$ cat config.mk
export PLATFORM = sky130hd
export DESIGN_NAME = cccpt_pow
export DESIGN_NICKNAME = d
export VERILOG_FILES = /design/src/sv/cccpt_pkg.sv /design/src/sv/cccpt_pow.sv
export SDC_FILE = /design/constraint.sdc
export NUM_CORES = 1
export LEC_CHECK = 0
export ABC_AREA = 1
export BUFFER_PORTS_ARGS = -buffer_cell sky130_fd_sc_hd__buf_2
export CORE_MARGIN = 2
export CORE_UTILIZATION = 45
export CTS_BUF_LIST = sky130_fd_sc_hd__clkbuf_4 sky130_fd_sc_hd__clkbuf_8
export DETAILED_ROUTE_END_ITERATION = 8
export GPL_ROUTABILITY_DRIVEN = 1
export GPL_TIMING_DRIVEN = 1
export PLACE_DENSITY = 0.72
export SLEW_MARGIN = 20
export SYNTH_ARGS = -nofsm -noshare
export SYNTH_HDL_FRONTEND = slang
export SYNTH_SLANG_ARGS = --single-unit
$ cat constraint.sdc
create_clock -name i_clk -period 10.7 [get_ports i_clk]
set_input_delay 1.07 -clock i_clk [delete_from_list [all_inputs] [get_ports i_clk]]
set_output_delay 1.07 -clock i_clk [all_outputs]
set_load 0.005 [all_outputs]
$ cat src/sv/cccpt_pkg.sv
package cccpt_pkg;

    // Field and datapath widths
    localparam int NUM_PTS   = 4;
    localparam int NUM_TERMS = 4;
    localparam int REG_W     = 64;
    localparam int T_W       = 17;
    localparam int OUT_W     = 32;
    localparam int PROD_W    = 48;              // Q4.12 entry times Q16.16 coordinate
    localparam int CSUM_W    = PROD_W + 2;      // four products summed
    localparam int COEF_W    = CSUM_W - 12;     // coefficient after rounding to Q.16
    localparam int TPROD_W   = COEF_W + T_W + 1;
    localparam int SUM_W     = 58;              // polynomial sums before the final shift
    localparam int SHR_W     = SUM_W - 16;

    localparam logic [T_W-1:0] T_ONE = 17'h10000;

    // Register indexes of the configuration port
    localparam logic [3:0] CFG_BASIS0 = 4'd0;
    localparam logic [3:0] CFG_BASIS1 = 4'd1;
    localparam logic [3:0] CFG_BASIS2 = 4'd2;
    localparam logic [3:0] CFG_BASIS3 = 4'd3;
    localparam logic [3:0] CFG_POINT0 = 4'd4;
    localparam logic [3:0] CFG_POINT1 = 4'd5;
    localparam logic [3:0] CFG_POINT2 = 4'd6;
    localparam logic [3:0] CFG_POINT3 = 4'd7;

    localparam logic signed [SHR_W-1:0] SAT_MAX = 42'sh0007FFFFFFF;
    localparam logic signed [SHR_W-1:0] SAT_MIN = -42'sh00080000000;

    typedef logic signed [COEF_W-1:0] t_coef;

    // Load enables of the six pipeline stages
    typedef struct packed {
        logic s1;
        logic s2;
        logic s3;
        logic s4;
        logic s5;
        logic s6;
    } t_stage_en;

    // Powers of t leaving the third stage
    typedef struct packed {
        logic [T_W-1:0] t;
        logic [T_W-1:0] t2;
        logic [T_W-1:0] t3;
        logic           t_zero;
        logic           t_one;
    } t_pow;

    function automatic logic signed [OUT_W-1:0] sat32(input logic signed [SHR_W-1:0] v);
        logic signed [OUT_W-1:0] res;
        if (v > SAT_MAX) begin
            res = SAT_MAX[OUT_W-1:0];
        end else if (v < SAT_MIN) begin
            res = SAT_MIN[OUT_W-1:0];
        end else begin
            res = v[OUT_W-1:0];
        end
        return res;
    endfunction

endpackage

$ cat src/sv/cccpt_pow.sv
module cccpt_pow
    import cccpt_pkg::*;
(
    input  logic           i_clk,
    input  t_stage_en      i_en,
    input  logic [T_W-1:0] i_param_t,
    output t_pow           o_pow
);

    logic [T_W-1:0] r1_t, r2_t, r3_t;
    logic [T_W-1:0] r2_t2, r3_t2, r3_t3;
    logic           r1_zero, r2_zero, r3_zero;
    logic           r1_one, r2_one, r3_one;
    logic [2*T_W-1:0] n_sq;
    logic [2*T_W-1:0] n_cube;

    // Stage 1: clamp t to one and flag the end points
    always_ff @(posedge i_clk) begin
        if (i_en.s1) begin
            r1_t    <= (i_param_t > T_ONE) ? T_ONE : i_param_t;
            r1_zero <= (i_param_t == '0);
            r1_one  <= (i_param_t >= T_ONE);
        end
    end

    // Stage 2: t squared, rounded to Q1.16
    assign n_sq = (2*T_W)'(r1_t) * (2*T_W)'(r1_t) + (2*T_W)'(32768);

    always_ff @(posedge i_clk) begin
        if (i_en.s2) begin
            r2_t    <= r1_t;
            r2_t2   <= n_sq[T_W+15:16];
            r2_zero <= r1_zero;
            r2_one  <= r1_one;
        end
    end

    // Stage 3: t cubed from the rounded square
    assign n_cube = (2*T_W)'(r2_t2) * (2*T_W)'(r2_t) + (2*T_W)'(32768);

    always_ff @(posedge i_clk) begin
        if (i_en.s3) begin
            r3_t    <= r2_t;
            r3_t2   <= r2_t2;
            r3_t3   <= n_cube[T_W+15:16];
            r3_zero <= r2_zero;
            r3_one  <= r2_one;
        end
    end

    assign o_pow = '{t: r3_t, t2: r3_t2, t3: r3_t3, t_zero: r3_zero, t_one: r3_one};

endmodule

# Yosys cells after proc, flatten, opt, wreduce, memory -nomap -nowiden
# Cells that the tools add are included.
# W data, S select, Z words.
dict set report op_classes {
  n_mul 2
  add_sub_neg 2
  n_reduce_logical 1
  magnitude_cmp 2
}
# op n
set op_table {}
lappend op_table {{$add A33 B16 Y33 const B} 2}
lappend op_table {{$mul A17 B17 Y33} 2}
lappend op_table {{$ge A17 B17 Y1 const B} 1}
lappend op_table {{$gt A17 B17 Y1 const B} 1}
lappend op_table {{$logic_not A17 Y1} 1}
dict set report word_totals {
  wordCells 19
  in_bits 24
  ff_bits 108
}

# Depth between registers and ports, before layout
dict set report depth {
  word_depth 2
  ltp_mapped 27
}

# Least setup slack after synthesis
# Ideal clock, no wire load.
dict set report synth_timing {
  path_type {reg-to-reg}
  start {register r1_t[9]}
  end {register r2_t2[13] (data pin)}
  period_less_slack_ps 5384
  stages_incl_launch_ff 24
  path_buffers 2
  arrival_ps 5132
  path_slack_ps 5316
  setup_ps 252
  required_ps 10448
  path_cell_list {edfxtp_1 > clkbuf_1 > clkbuf_1 > nand2_1 > fa_1 > inv_1 > fa_1 > inv_1 > fa_1 > inv_1 > fa_1 > fa_1 > inv_1 > fa_1 > inv_1 > ha_1 > nand2_1 > inv_1 > a21oi_1 > o21ai_1 > a21oi_1 > nand2_1 > nand2_1 > nand2_1}
}
dict set report synth_between {
  elab_chain_cells 2
}
# item line_no
set synth_rtl {}
lappend synth_rtl {{from (decl)} cccpt_pow.sv:10} ;# logic [T_W-1:0] r1_t, r2_t, r3_t;
lappend synth_rtl {{from (signal assigned)} cccpt_pow.sv:20} ;# r1_t <= (i_param_t > T_ONE) ? T_ONE : i_param_t;
lappend synth_rtl {{$mul A17 B17 Y33} cccpt_pow.sv:27} ;# assign n_sq = (2*T_W)'(r1_t) * (2*T_W)'(r1_t) + (2*T_W)'(32768);
lappend synth_rtl {{$add A33 B16 Y33} cccpt_pow.sv:27}
lappend synth_rtl {{net n_sq[29]} cccpt_pow.sv:14} ;# logic [2*T_W-1:0] n_sq;
lappend synth_rtl {{to (signal assigned)} cccpt_pow.sv:32} ;# r2_t2 <= n_sq[T_W+15:16];
lappend synth_rtl {{to (decl)} cccpt_pow.sv:11} ;# logic [T_W-1:0] r2_t2, r3_t2, r3_t3;
# The timed path passes the listed nets, and every way through them passes these cells.
# A chain may end at the register's enable or synchronous reset.

# Worst setup path after layout
dict set report layout_timing {
  start {register r2_t2[11]}
  end {register r3_t3[13] (data pin)}
}
dict set report layout_between {
  elab_chain_cells 2
}
# item line_no
set layout_rtl {}
lappend layout_rtl {{$mul A17 B17 Y33} cccpt_pow.sv:39} ;# assign n_cube = (2*T_W)'(r2_t2) * (2*T_W)'(r2_t) + (2*T_W)'(32768);
lappend layout_rtl {{$add A33 B16 Y33} cccpt_pow.sv:39}
lappend layout_rtl {{net n_cube[29]} cccpt_pow.sv:15} ;# logic [2*T_W-1:0] n_cube;
lappend layout_rtl {{to (signal assigned)} cccpt_pow.sv:45} ;# r3_t3 <= n_cube[T_W+15:16];
lappend layout_rtl {{to (decl)} cccpt_pow.sv:11}
# The timed path passes the listed nets, and every way through them passes these cells.

==> results.toml <==
[run_status]
outcome = "finished clean"

[synthesis]
synth.ff_latch_count = 108
syn-cell-area_mm2 = 0.02279
yosys.cell_types.count = 36
ys.warnings.count = 0
synthesis.area_per_instance_um2 = 8.043
synthesis.instances = 2833
syn_nets = 3497
synth.yosys.seq_area_share_pct = 14.23

[cts]
clock_tree.htree_level_count = 3
clkSlewWorstSetupHoldPaths_ns = 0.12
clock-sinks = 108
cts_buffer_depth = 2
postCtsHoldBufs = 0
clock_insertion_delay_worst_skew_ns = 0.40
cts_inserted_buffers = 9
cts.root.buffer_cell = "clkbuf_8"
tritoncts = "yes"
postCtsSetupRepairBufs = 0
postCtsResizedCells = 0

[die]
die_y_um = 229.0
initial_cell_density_of_the_core_pct = 45.51
width_of_the_die_um = 229.0
num_io_pins = 77
die-area_mm2 = 0.05245
floorplan.core_area_mm2 = 0.05007
num_rows = 82

[place]
placement.cell_area_mm2 = 0.02362
gp_congestion = 0.9633
place_inst = 3481
dp_hpwl_mm = 42.63
port-buffer-count = 73

[sta]
setup_viol = 0
achievable-frequency_ghz = 0.1638
maxSlewHeadroom_pct = 31.98
min_period_over_period_pct = 57.04
report.final.slew_viol_count = 0
finalSetupTns_ns = 0
whs_ns = 0.4369
timing.final.crit_period_ns = 6.104
timing.final.hold_violations = 0
worst_slew_pin_slew_ns = 1.020
finClkSkew_ns = 0.01789
grt_setup_unrepaired = "no"

[detailed_routing]
ant_nets = 0
totalWireLength_mm = 52.33
post_drt_via_cell_ratio = 4.850
drt-pass1-iter-count = 6
post_drt_wl_per_cell_um = 14.96
drc = 0
num_vias = 16960
detailedRoute.firstIterationViolations = 1049

[worst_setup_path]
crit_type = "flop to flop"
timing.critical_path.to_type = "flop"
cp_max_fo = 18
critPathRequiredTime_ns = 10.80
crit_path_start_kind = "flop"
timing.critical_path.arrival_ns = 6.20

[final_layout]
finalNonFillerCells = 3497
layout.cell_area.non_filler_mm2 = 0.02382
layout-drive-gt1-share_pct = 4.531
flow.area_growth_from_synthesis_pct = 4.519
num-fill-cells = 4917
antenna_cells_inserted = 0
finish.net_count = 3484

[grt]
vias_in_the_first_global_route = 18030
largest_net_degree_at_the_start_of_global_routing = 54
global_route_wire_length_before_repair_mm = 88.22
gr-total-overflow = 0
antenna_found_initial = 1
grt.total_usage_pct = 21.01

[min_path]
worstHoldPathType = "flop to flop"

[run]
cap_viol_max_count = 0
cells in the mapped netlist:
cell type | instances | area share [%]
a21boi_0 | 1 | 0.033
a21o_1 | 2 | 0.066
a21oi_1 | 60 | 1.3
and2_4 | 1 | 0.038
and3_1 | 3 | 0.082
buf_1 | 2 | 0.033
buf_12 | 1 | 0.088
buf_2 | 2 | 0.044
buf_4 | 6 | 0.20
buf_6 | 1 | 0.049
clkbuf_1 | 95 | 1.6
clkbuf_2 | 1 | 0.022
edfxtp_1 | 108 | 14
fa_1 | 416 | 37
ha_1 | 224 | 12
inv_1 | 898 | 15
inv_2 | 2 | 0.033
nand2_1 | 749 | 12
nand2_2 | 5 | 0.14
nand3_1 | 51 | 1.1
nand3b_1 | 2 | 0.066
nand4_1 | 14 | 0.38
nor2_1 | 98 | 1.6
nor2_2 | 3 | 0.082
nor2_4 | 10 | 0.49
nor3_1 | 8 | 0.18
nor3_2 | 2 | 0.088
nor3_4 | 1 | 0.071
nor4_1 | 3 | 0.082
nor4_2 | 1 | 0.055
o21ai_0 | 27 | 0.59
o21ai_1 | 3 | 0.066
o21bai_1 | 8 | 0.26
or2_2 | 3 | 0.082
xnor2_1 | 9 | 0.35
xor2_1 | 13 | 0.50
stage by stage:
stage	utilization [%]	setup slack [ns]
floorplan	-	5.316
finish	47.57	4.596
global placement	47.18	4.718
CTS	47.57	4.612
global route	47.57	4.233
detailed placement	47.18	4.633
worst max-delay path: stages, from the launching register on:
cell      delay [ns]
edfxtp_1        1.04
nand2_1         0.18
fa_1            0.58
inv_1           0.05
fa_1            0.50
fa_1            0.48
fa_1            0.50
fa_1            0.49
inv_1           0.05
fa_1            0.47
inv_1           0.04
ha_1            0.36
a21oi_1         0.26
inv_1           0.06
a21oi_1         0.11
o21ai_1         0.13
a21oi_1         0.20
nand2_1         0.07
nand2_1         0.06
nand2_1         0.15
logic make-up (layout without fill, tap and decap cells):
group	count (synthesis)	after routing	synth area share, %
buf+inv	1008	1000	16.82
flops	108	108	14.23
compound gates	101	101	2.339
simple gates	954	954	16.91
fa+ha+maj	640	640	48.85
xor+xnor	22	22	0.8456
worst paths after layout:
| path | startpoint | to | slack (ns) | cells past startpoint |
|---|---|---|---|---|
| max | r2_t2[11] | r3_t3[13] | 4.60 | 19 |
| min | r1_zero | r2_zero | 0.44 | 0 |
| max reg2reg | r2_t2[11] | r3_t3[13] | 4.60 | 19 |
| min reg2reg | r1_zero | r2_zero | 0.44 | 0 |
layout make-up:
cell class / instances / area, um2 / area share (%)
tap: 672 / 840.8 / 3.530
clock buffer: 9 / 123.9 / 0.5201
timing repair buffer: 84 / 447.9 / 1.881
clock inverter: 7 / 72.57 / 0.3047
inverter: 900 / 3378 / 14.18
sequential: 108 / 3243 / 13.62
multi-input combinational: 1717 / 15710 / 65.96
per-layer routing:
layer	global-route usage, %	share of wire [%]	wire [um]
met3	3.013	6.8	3552
met5	0	0	0
met1	27.04	42	21730
met4	7.610	3.5	1815
met2	36.12	48	25230
cells in the final DEF, fill, tap and decap left out, types with 2 or more instances in the layout:
cell type / Yosys / layout
a21oi_1: 60 / 60
or2_2: 3 / 3
nor3_2: 2 / 2
clkinv_4: 0 / 2
xor2_1: 13 / 13
buf_4: 6 / 11
edfxtp_1: 108 / 108
nand2_2: 5 / 5
nand4_1: 14 / 14
nand2_1: 749 / 749
nor2_1: 98 / 98
clkbuf_8: 0 / 9
o21bai_1: 8 / 8
nor3_1: 8 / 8
nor4_1: 3 / 3
o21ai_0: 27 / 27
o21ai_1: 3 / 3
inv_1: 898 / 898
nor2_2: 3 / 3
clkinv_8: 0 / 2
inv_6: 0 / 2
nand3b_1: 2 / 2
ha_1: 224 / 224
nor2_4: 10 / 10
fa_1: 416 / 416
nand3_1: 51 / 51
xnor2_1: 9 / 9
buf_2: 2 / 73
a21o_1: 2 / 2
and3_1: 3 / 3
inv_2: 2 / 2
sequential cells by signal, indices dropped and copies added, names as in the netlist:
name / count
r1_one: 1
r2_one: 1
r3_one: 1
r2_zero: 1
r3_t3: 17
r3_zero: 1
r1_t: 17
r3_t2: 17
r1_zero: 1
r2_t: 17
r2_t2: 17
r3_t: 17
Power is left out: the tool's default activity adds up to more than one toggle a clock period on the data nets, which glitch-free logic cannot reach.
